$ cat config.mk
export PLATFORM = sky130hd
export DESIGN_NAME = tism_front
export DESIGN_NICKNAME = d
export VERILOG_FILES = /design/src/hdl/tagged_int_stack_machine_core_top_defines.svh /design/src/hdl/tism_pkg.sv /design/src/hdl/tism_front.sv
export SDC_FILE = /design/constraint.sdc
export NUM_CORES = 1
export LEC_CHECK = 0
export BUFFER_PORTS_ARGS = -buffer_cell sky130_fd_sc_hd__buf_2
export CAP_MARGIN = 10
export CORE_MARGIN = 3
export CORE_UTILIZATION = 52
export DETAILED_ROUTE_END_ITERATION = 8
export PLACE_DENSITY = 0.79
export SLEW_MARGIN = 20
export SYNTH_ARGS = -nofsm -noshare
export SYNTH_HDL_FRONTEND = slang
export SYNTH_SLANG_ARGS = --single-unit
$ cat constraint.sdc
create_clock -name aclk -period 4.4 [get_ports aclk]
set_clock_uncertainty 0.05 [all_clocks]
set_input_delay 0.22 -clock aclk [delete_from_list [all_inputs] [get_ports aclk]]
set_output_delay 0.22 -clock aclk [all_outputs]
set_load 0.01 [all_outputs]
$ cat src/hdl/tagged_int_stack_machine_core_top_defines.svh
// Assertion macros for the tagged integer stack machine core.
// Used by files that carry concurrent checks; expects aclk and aresetn in scope.
`ifndef TAGGED_INT_STACK_MACHINE_CORE_TOP_DEFINES_SVH
`define TAGGED_INT_STACK_MACHINE_CORE_TOP_DEFINES_SVH

// property must hold at every edge outside reset
`define TISM_ASSERT(lbl, prop) \
    lbl: assert property (@(posedge aclk) disable iff (!aresetn) (prop)) \
        else $error("tism check failed");

// trigger implies the consequence in the next cycle
`define TISM_ASSERT_NEXT(lbl, trig, cons) \
    lbl: assert property (@(posedge aclk) disable iff (!aresetn) (trig) |=> (cons)) \
        else $error("tism sequence check failed");

`endif

$ cat src/hdl/tism_pkg.sv
// Shared types, constants and helpers of the tagged integer stack machine core.
// No dependencies.
package tism_pkg;

    localparam int STACK_DEPTH    = 1024;
    localparam int ADDR_W         = $clog2(STACK_DEPTH);
    localparam int TOP_W          = ADDR_W + 1;
    localparam int CODE_ADDR_BITS = 16;
    localparam int WORD_W         = 64;

    localparam logic [WORD_W-1:0] UNIT_WORD  = 64'd1;
    localparam logic [WORD_W-1:0] FALSE_WORD = 64'd1;
    localparam logic [WORD_W-1:0] TRUE_WORD  = 64'd3;

    typedef enum logic [5:0] {
        OP_ACC = 6'd0, OP_PUSH = 6'd1, OP_PUSHACC = 6'd2, OP_POP = 6'd3,
        OP_ASSIGN = 6'd4, OP_CONSTINT = 6'd5, OP_PUSHCONSTINT = 6'd6, OP_NEGINT = 6'd7,
        OP_ADDINT = 6'd8, OP_SUBINT = 6'd9, OP_MULINT = 6'd10, OP_DIVINT = 6'd11,
        OP_MODINT = 6'd12, OP_ANDINT = 6'd13, OP_ORINT = 6'd14, OP_XORINT = 6'd15,
        OP_LSLINT = 6'd16, OP_LSRINT = 6'd17, OP_ASRINT = 6'd18, OP_EQ = 6'd19,
        OP_NEQ = 6'd20, OP_LTINT = 6'd21, OP_LEINT = 6'd22, OP_GTINT = 6'd23,
        OP_GEINT = 6'd24, OP_ULTINT = 6'd25, OP_UGEINT = 6'd26, OP_BRANCH = 6'd27,
        OP_BRANCHIF = 6'd28, OP_BRANCHIFNOT = 6'd29, OP_BEQ = 6'd30, OP_BNEQ = 6'd31,
        OP_BLTINT = 6'd32, OP_BLEINT = 6'd33, OP_BGTINT = 6'd34, OP_BGEINT = 6'd35,
        OP_BULTINT = 6'd36, OP_BUGEINT = 6'd37, OP_STOP = 6'd38, OP_CHECK_SIGNALS = 6'd39
    } op_t;

    typedef enum logic [1:0] {
        ST_STEP = 2'd0, ST_HALT = 2'd1, ST_DIV_ZERO = 2'd2, ST_FAULT = 2'd3
    } status_t;

    // one classified instruction as it sits in the queue
    typedef struct packed {
        op_t         op;
        logic        is_binary;
        logic [9:0]  slot;
        logic [62:0] imm;
        logic [16:0] off;
    } item_t;

    function automatic logic [WORD_W-1:0] untag(input logic [WORD_W-1:0] w);
        return {w[WORD_W-1], w[WORD_W-1:1]};
    endfunction

    function automatic logic [WORD_W-1:0] tag(input logic [WORD_W-1:0] x);
        return {x[WORD_W-2:0], 1'b1};
    endfunction

endpackage

$ cat src/hdl/tism_front.sv
// Front end: takes instruction requests, classifies them and queues them.
// Depends on tism_pkg.
module tism_front import tism_pkg::*; (
    input  logic        aclk,
    input  logic        aresetn,
    input  logic        s_tvalid,
    output logic        s_tready,
    input  logic [95:0] s_tdata,   // slot_index[9:0], immediate[72:10], branch_offset[89:73]
    input  logic [5:0]  s_tuser,   // operation[5:0]
    output logic        q_valid,
    output item_t       q_item,
    input  logic        q_pop
);

    item_t       fifo_reg [2];
    logic        wr_ptr_reg, rd_ptr_reg;
    logic [1:0]  count_reg;
    item_t       in_item;
    logic        push;

    always_comb begin
        in_item.op        = op_t'(s_tuser);
        in_item.is_binary = (s_tuser >= 6'(OP_ADDINT)) && (s_tuser <= 6'(OP_UGEINT));
        in_item.slot      = s_tdata[9:0];
        in_item.imm       = s_tdata[72:10];
        in_item.off       = s_tdata[89:73];
    end

    assign s_tready = (count_reg != 2'd2);
    assign push     = s_tvalid && s_tready;
    assign q_valid  = (count_reg != 2'd0);
    assign q_item   = fifo_reg[rd_ptr_reg];

    always_ff @(posedge aclk) begin
        if (push) begin
            fifo_reg[wr_ptr_reg] <= in_item;
        end
    end

    always_ff @(posedge aclk) begin
        if (!aresetn) begin
            wr_ptr_reg <= 1'b0;
            rd_ptr_reg <= 1'b0;
            count_reg  <= 2'd0;
        end else begin
            if (push) wr_ptr_reg <= ~wr_ptr_reg;
            if (q_pop) rd_ptr_reg <= ~rd_ptr_reg;
            count_reg <= count_reg + 2'(push) - 2'(q_pop);
        end
    end

endmodule

==> reports/results.tsv, run 1 <==
metric	value	unit
status	finished clean	
LEAKAGE	3.89	nW
Final ANT Viol Nets	0	
Detailed Route WL	14700	um
Max Cap Viol	0	
required time worst endpoint	4.13	ns
Adder-Cell Fraction of Synth Area	0.169	%
average wire per standard cell	17.7	um
via count	4164	
Largest register FFs	194	
antenna violations before repair	0	
part of the Yosys area used for sequential elements	80.0	%
peak supply drop	0.301	mV
DP Wirelength	8870	um
crit path capture type	primary output	
1st-pass router iterations	4	
Hold Path Class	primary input to flop	
CP max-delay cell	dfxtp_4	
RSZ-0062 raised after global routing	false	
post-layout util	74.5	%
final setup fails	0	
TritonCTS clock tree	done	
worst-path fanout max	45	
post-cts sizing count	0	
die area	15700	sq um
first-iteration detailed-routing DRC count	276	
die height	125	um
Post-Syn Area	7400	sq um
DR DRC count	0	
slew margin rel.	38.7	%
I/O pins	205	
Reg area	5930	sq um
fmax	0.382	GHz
total track usage	19.0	%
number of synthesized flops with an enable pin	194	
number of global-route vias before repair	4582	
crit path kind	flop to primary output	
clk_lat worst skew	0.42	ns
clock tree buffer depth	2	
worst hold slack	0.0682	ns
Net Count, Synth	442	
Yosys cell types	27	
area of the multi-input gates	1390	sq um
most common cell in the netlist	edfxtp_1	
Post CTS Setup Buffer Count	0	
die width	125	um
n_diodes	0	
Starting Density	54.6	%
CTS clk-pin slew, worst paths	0.07	ns
synthesis-stage register bit count	199	
layout cells sized above 1	50.7	%
Synth area leaders	edfxtp_1, mux2_2, mux2_4	
clock tree sinks	199	
mean post-synth cell area	22.1	sq um
Port-buffer cells	198	
worst path cell trace	buf_4, mux2_2, buf_2	
CTS Root Cell	clkbuf_16	
xor and xnor area share after synthesis	0.237	%
first-pass GRT wire length	23300	um
final hold violations	0	
mux cell area share after synthesis	16.4	%
top post-synthesis cells by count	edfxtp_1, mux2_2, mux2_4	
Worst Tran Pin Value	0.919	ns
Row Count	42	
Power Density	440	nW/um^2
Routability Congestion	0.745	
crit path launch type	flop	
Final Slew Violations	0	
fillers	787	
drt via density	5.01	
Syn Inst Count	335	
design area	10100	sq um
Largest stage delay, worst path	0.79	ns
Final period util	59.5	%
GRT overflow	0	
YS warnings	0	
largest family of logic cells by synthesized area	multiplexers	
area share of the largest cell type after synthesis	78.7	%
asr flop ratio synth	0	%
Final min period	2.62	ns
core box area	13600	sq um
number of buffers created by CTS	17	
Area Growth Syn to Fin	36.5	%
leading register cell type out of synthesis	edfxtp_1	
simple-gate share of the synthesized area	1.22	%
Tot Pwr	0.00444	W
arrival time worst endpoint	2.35	ns
final net count	749	
# H-tree levels	4	
area leader, netlist	edfxtp_1	
TNS Setup	0	ns
largest net degree at the start of global routing	87	
Compound-Gate Fraction of Synth Area	0.676	%
dpl cell area	8580	sq um
-- cells in the final DEF (no fill, tap or decap), types with 2 or more instances in the layout --
| cell | Yosys | final |
|---|---|---|
| buf_2 | 6 | 198 |
| edfxtp_1 | 194 | 194 |
| dlygate4sd3_1 | 0 | 96 |
| mux2_2 | 67 | 67 |
| mux2_4 | 30 | 30 |
| clkbuf_16 | 0 | 17 |
| buf_4 | 0 | 5 |
| dfxtp_1 | 5 | 4 |
| nand2_1 | 3 | 3 |
| and2_1 | 3 | 3 |
| clkinv_4 | 0 | 3 |
| clkinv_1 | 0 | 3 |
| clkinvlp_4 | 0 | 3 |
| clkbuf_1 | 0 | 3 |
| nor2_1 | 2 | 2 |
| nand3b_1 | 2 | 2 |
| inv_6 | 0 | 2 |
| bufinv_16 | 0 | 2 |
-- metal layers --
layer	up-vias	wire, um	GRT usage, %
li1	1939	-	-
met1	2043	5830	21.7
met2	167	7670	33.7
met3	15	973	6.10
met4	0	217	7.02
met5	-	0	0
-- stage by stage --
stage               cells  setup slack (ns)
finish                831              1.78
global route          831              1.65
CTS                   831              1.74
detailed placement    703              2.02
global placement      703              2.09
floorplan             335             0.962
-- power by group --
group	switching, W	internal (W)
registers	0.0000582	0.00227
clock network	0.000644	0.000836
logic	0.000309	0.000324
-- path summary, 6_finish.rpt --
check / from / slack (ns) / endpoint / depth (start not counted)
worst max-delay path: flop / 1.78 / q_item[43] / 3
worst min-delay path: aresetn / 0.07 / wr_ptr_reg / 2
worst max register to register: count_reg[0] / 2.20 / fifo_reg[1][79] / 3
worst min register to register: rd_ptr_reg / 0.54 / flop / 2
-- critical path: cells and delay by family, from the launching register on --
family                 cells  cell delay [ns]
flip-flops                 1             0.79
buffers and inverters      2             0.70
multiplexers               1             0.41
-- layout make-up --
type,instances,area share [%]
clock inverters,12,1.28
multi-input cells,123,13.8
flip-flops and latches,199,58.7
clock buffers,20,4.32
repair buffers,299,19.7
inverters,2,0.124
well taps,176,2.18
-- cells by family (layout without fill, tap and decap cells) --
kind of cell / after synthesis / after routing
xor+xnor: 2 / 2
flops: 199 / 199
simple gates: 16 / 16
fa+ha+maj: 1 / 1
compound gates: 6 / 6
mux: 98 / 98
buf+inv: 13 / 333
-- timing repair --
item | in CTS | in global routing
endpoints found under the hold margin | 192 | 0
endpoints found under the setup margin | 0 | 0
hold buffers | 96 | 0
Power figures use the tool's default switching activity.
==> inputs of run 2 (changes only) <==
CORE_UTILIZATION = 47   (was 52)
PLACE_DENSITY = 0.76   (was 0.79)
clock period = 2.2 ns   (was 4.4 ns; I/O delays follow)
==> run 2 against run 1 <==
  * Worst hold slack got worse by 0.010 ns
  * Setup slack got worse by 1.4 ns
  * Via count increased by 0.84%
  * Combinational power increased by 110%
  * Sequential share of layout area decreased by 0.78 points
  * Critical path type unchanged
==> reports/results.tsv, run 2 (synthesis results as in run 1) <==
metric	value	unit	change
Area Growth Syn to Fin	38.4	%	
Final ANT Viol Nets	0		unchanged
layout cells sized above 1	51.5	%	+0.84 points
final setup fails	0		unchanged
Final min period	1.79	ns	
TritonCTS clock tree	done		
r2r startpoint	count_reg[0]		
R2R cell count	4		+1
Starting Density	48.3	%	-6.3 points
DR DRC count	0		unchanged
Routability Congestion	0.737		-1.1%
Post CTS Setup Buffer Count	0		unchanged
peak supply drop	0.484	mV	+61%
Clock power frac	34.0	%	+0.7 points
GRT overflow	0		unchanged
Max Cap Viol	0		unchanged
crit path kind	flop to primary output		
worst-path fanout max	53		+18%
fmax	0.558	GHz	
first-pass GRT wire length	23900	um	+2.8%
first-iteration detailed-routing DRC count	182		-34%
CTS Root Cell	clkbuf_16		
post-cts sizing count	0		unchanged
slew margin rel.	66.9	%	+28 points
status	finished clean		
final hold violations	0		unchanged
1st-pass router iterations	4		unchanged
die width	132	um	+4.9%
die area	17300	sq um	+10%
RSZ-0062 raised after global routing	false		
worst hold slack	0.0580	ns	-0.0103 ns
drt via density	4.84		-3.5%
required time worst endpoint	2.04	ns	-2.09 ns
Largest register FFs	194		unchanged
I/O pins	205		unchanged
crit path launch type	flop		
Final period util	81.4	%	
DP Wirelength	8560	um	-3.5%
die height	132	um	+4.9%
design area	10200	sq um	+1.4%
Power Density	880	nW/um^2	+100%
Worst R2R End	fifo_reg[0][45]		
Detailed Route WL	14900	um	+1.4%
switch share	22.4	%	-0.37 points
cell total after placement	739		+5.1%
# H-tree levels	4		unchanged
commonest non-fill, non-tap cells in the layout	buf_2, edfxtp_1, dlygate4sd3_1		
number of buffers created by CTS	17		unchanged
P_int	0.00700	W	+100%
sequential fraction of design power	51.3	%	-1.1 points
Cell Count, Final, Fillers Out	868		+4.5%
Worst R2R Setup Slack	0.61	ns	-1.59 ns
largest net degree at the start of global routing	71		-18%
core box area	15300	sq um	+13%
crit path capture type	primary output		
average wire per standard cell	17.2	um	-2.9%
most common cell after layout, fill and taps aside	buf_2		
LEAKAGE	3.93	nW	+1.0%
via count	4199		+0.84%
clk_lat worst skew	0.41	ns	about the same
final net count	751		+0.27%
clock tree buffer depth	2		unchanged
total track usage	17.5	%	-1.5 points
combinational share of power	14.8	%	+0.5 points
Worst Tran Pin Value	0.497	ns	-0.422 ns
fillers	1063		+35%
number of global-route vias before repair	4658		+1.7%
Hold Path Class	primary input to flop		
CP endpoint	q_item[54]		
switching pwr	0.00202	W	+100%
Final Slew Violations	0		unchanged
clock tree sinks	199		unchanged
dpl cell area	8690	sq um	+1.3%
Port-buffer cells	198		unchanged
CTS clk-pin slew, worst paths	0.06	ns	about the same
Row Count	45		+7.1%
arrival time worst endpoint	1.63	ns	-0.72 ns
antenna violations before repair	0		unchanged
## run 2: cell types whose count changed in the layout (fill, tap and decap cells not counted), sizes merged
cell and change:
buf +1, bufinv +1, clkbuf -1, clkinv -1
diode +1, dlygate4sd3 +1
## run 2: worst max-delay path, stage by stage, from the launching register on
cell and delay, ns:
dfxtp_4 0.37, buf_12 0.30, mux2_2 0.38, buf_2 0.15
## run 2: through the flow
step | utilization (%) | total power, W | setup TNS (ns) | setup slack [ns]
finish | 66.9 | 0.00902 | 0 | 0.409
global route | 66.9 | 0.00939 | 0 | 0.335
CTS | 66.9 | 0.00912 | 0 | 0.375
detailed placement | 56.7 | 0.00591 | 0 | 0.607
global placement | 56.7 | 0.00586 | 0 | 0.649
floorplan | - | 0.00541 | -30.78 | -0.293
## run 2: layout make-up
class	count	area [sq um]	share of cell area, %
clock inverter	12	150	1.47
inverter	2	11.3	0.110
antenna	1	2.50	0.0244
multi-input combinational	123	1400	13.6
sequential	199	5930	57.9
clock buffer	19	433	4.22
timing repair buffer	301	2060	20.1
tap	211	264	2.58
## run 2: power groups by stage
stage	combinational, W	sequential [W]	clock (W)
6_report	0.00133	0.00462	0.00306
4_1_cts	0.00134	0.00462	0.00315
3_5_place_dp	0.00120	0.00470	0
5_1_grt	0.00144	0.00465	0.00330
3_3_place_gp	0.00118	0.00468	0
2_1_floorplan	0.000718	0.00469	0
## run 2: layer usage
layer | part of all wire, % | track usage, % | vias to the layer above | wire length [um]
met5 | 0 | 0 | - | 0
met4 | 1.6 | 5.60 | 0 | 243
met1 | 39 | 19.4 | 2085 | 5760
met3 | 6.2 | 5.47 | 20 | 917
met2 | 54 | 32.0 | 149 | 7980
li1 | - | - | 1945 | -
## run 2: what timing repair did
item                                    CTS  global route
endpoints found under the setup margin    0             0
hold buffers                             97             0
endpoints found under the hold margin   199             0
## run 2: how the worst min path moves through the flow
stage | slack [ns] | cells past startpoint | from | to
global placement | 0.25 | 1 | s_tdata[28] | fifo_reg[1][35]
floorplan | 0.16 | 0 | s_tdata[73] | fifo_reg[0][0]
CTS | 0.02 | 3 | q_pop | flop
global route | 0.08 | 3 | s_tvalid | wr_ptr_reg
detailed placement | 0.25 | 1 | s_tdata[18] | fifo_reg[0][25]
finish | 0.06 | 3 | s_tvalid | wr_ptr_reg
==> inputs of run 3 (changes only) <==
CORE_UTILIZATION = 52   (was 47)
PLACE_DENSITY = 0.79   (was 0.76)
clock period = 1.85 ns   (was 2.2 ns; I/O delays follow)
==> run 3 against run 2 <==
  * Cell count fell by 3.9%
  * Highest routed layer unchanged
  * Largest power group unchanged
  * Core utilization rose by 8.4 points
  * Flip-flop and latch count did not move
  * Largest cell class unchanged
  * Sequential power rose by 19%
==> reports/results.tsv, run 3 (synthesis results as in run 1) <==
metric	value	unit	change
combinational share of power	15.7	%	+0.9 points
Area Growth Syn to Fin	37.9	%	
Final Slew Violations	0		unchanged
CTS clk-pin slew, worst paths	0.06	ns	about the same
slew margin rel.	77.5	%	+11 points
CP max-delay cell	mux2_2		
Tot Pwr	0.0105	W	+16%
Final period util	95.9	%	
first-iteration detailed-routing DRC count	339		+86%
core box area	13600	sq um	-11%
Final min period	1.77	ns	
average wire per standard cell	18.5	um	+8.0%
worst hold slack	0.0319	ns	-0.0261 ns
Largest register FFs	194		unchanged
P_int	0.00807	W	+15%
r2r startpoint	count_reg[0]		
clock tree sinks	199		unchanged
# H-tree levels	4		unchanged
Detailed Route WL	15500	um	+3.8%
final hold violations	0		unchanged
worst setup margin	0.0766	ns	-0.332 ns
most common cell after layout, fill and taps aside	buf_2		
peak supply drop	0.762	mV	+57%
TritonCTS clock tree	done		
commonest non-fill, non-tap cells in the layout	buf_2, edfxtp_1, dlygate4sd3_1		
LEAKAGE	3.93	nW	about the same
clk_lat worst skew	0.42	ns	about the same
sequential fraction of design power	52.4	%	+1.1 points
Max Cap Viol	0		unchanged
die area	15700	sq um	-9.2%
fmax	0.564	GHz	
Port-buffer cells	198		unchanged
Cell Count, Final, Fillers Out	834		-3.9%
Hold Path Class	primary input to flop		
Reg area	5930	sq um	unchanged
number of global-route vias before repair	4577		-1.7%
arrival time worst endpoint	1.63	ns	about the same
total track usage	19.8	%	+2.3 points
Crit path max-delay family	buffers and inverters		
CP Buf/Inv Count	2		unchanged
Routability Congestion	0.802		+8.8%
final net count	753		+0.27%
CP endpoint	q_item[64]		
Power Density	1030	nW/um^2	+17%
Row Count	42		-6.7%
worst-path fanout max	29		-45%
number of buffers created by CTS	17		unchanged
Worst R2R Setup Slack	0.23	ns	-0.38 ns
die width	125	um	-4.7%
switch share	23.1	%	+0.70 points
dpl cell area	8700	sq um	+0.10%
Clock power frac	31.9	%	-2.1 points
Worst Tran Pin Value	0.333	ns	-0.164 ns
first-pass GRT wire length	24200	um	+1.0%
1st-pass router iterations	5		+1
DR DRC count	0		unchanged
GRT overflow	0		unchanged
pre-CTS setup slack	0.297	ns	-0.310 ns
crit path kind	flop to primary output		
R2R cell count	7		+3
design area	10200	sq um	-0.35%
worst path cell trace	buf_6, mux2_2, buf_2		
cell total after placement	706		-4.5%
Stages on worst setup path	3		unchanged
crit path capture type	primary output		
fillers	742		-30%
RSZ-0062 raised after global routing	false		
area of the multi-input gates	1400	sq um	unchanged
clock tree buffer depth	2		unchanged
layout cells sized above 1	51.5	%	about the same
I/O pins	205		unchanged
CTS Root Cell	clkbuf_16		
Starting Density	54.6	%	+6.3 points
switching pwr	0.00242	W	+20%
die height	125	um	-4.7%
drt via density	5.07		+4.8%
status	finished clean		
Largest stage delay, worst path	0.39	ns	about the same
n_diodes	0		-1
Final ANT Viol Nets	0		unchanged
antenna violations before repair	0		unchanged
final setup fails	0		unchanged
largest net degree at the start of global routing	53		-25%
Worst R2R End	count_reg[1]		
crit path launch type	flop		
required time worst endpoint	1.71	ns	-0.33 ns
DP Wirelength	9210	um	+7.6%
via count	4229		+0.71%
[run 3: worst min path at each step]
stage	depth (start not counted)	from	to	slack, ns
3_3_place_gp	1	s_tdata[53]	fifo_reg[0][60]	0.23
2_1_floorplan	0	s_tdata[73]	fifo_reg[0][0]	0.14
3_5_place_dp	1	s_tdata[50]	fifo_reg[1][57]	0.23
5_1_grt	3	q_pop	flop	0.06
6_report	3	q_pop	flop	0.03
4_1_cts	3	q_pop	flop	0.01
[run 3: worst reg2reg max path: stages (launching register included)]
cell      delay (ns)
dfxtp_2         0.37
nand2b_4        0.17
nand2_1         0.08
xnor2_1         0.15
ha_1            0.24
nand3b_1        0.13
mux2i_1         0.08
a211o_1         0.23
[run 3: final cells by class]
type	instances	area share (%)
Inverter	2	0.110
Multi-Input combinational cell	123	13.7
Clock inverter	13	1.05
Timing Repair Buffer	303	20.7
Sequential cell	199	58.1
Tap cell	176	2.16
Clock buffer	18	4.20
[run 3: repair_timing]
item | CTS | global route
setup endpoints to repair | 28 | 0
hold buffers | 97 | 0
setup buffers | 0 | 0
endpoints found under the hold margin | 199 | 0
resized for setup | 1 | 0
[run 3: power groups by stage]
stage	combinational (W)	sequential [W]	clock, W
after floorplan	0.000854	0.00558	0
after global placement	0.00143	0.00556	0
after detailed placement	0.00147	0.00560	0
after CTS	0.00164	0.00550	0.00341
after global routing	0.00177	0.00553	0.00359
final	0.00165	0.00550	0.00335
[run 3: metal layers]
layer | share of wire, % | vias up | track usage (%)
li1 | - | 1948 | -
met1 | 39 | 2081 | 23.9
met2 | 52 | 177 | 34.5
met3 | 7.1 | 23 | 5.88
met4 | 1.6 | 0 | 6.31
met5 | 0 | - | 0
[run 3: per-stage QoR]
| step | TNS (ns) | util, % |
|---|---|---|
| finish | 0 | 75.3 |
| global route | 0 | 75.3 |
| CTS | 0 | 75.3 |
| detailed placement | 0 | 64.2 |
| global placement | 0 | 64.2 |
| floorplan | -98.68 | - |
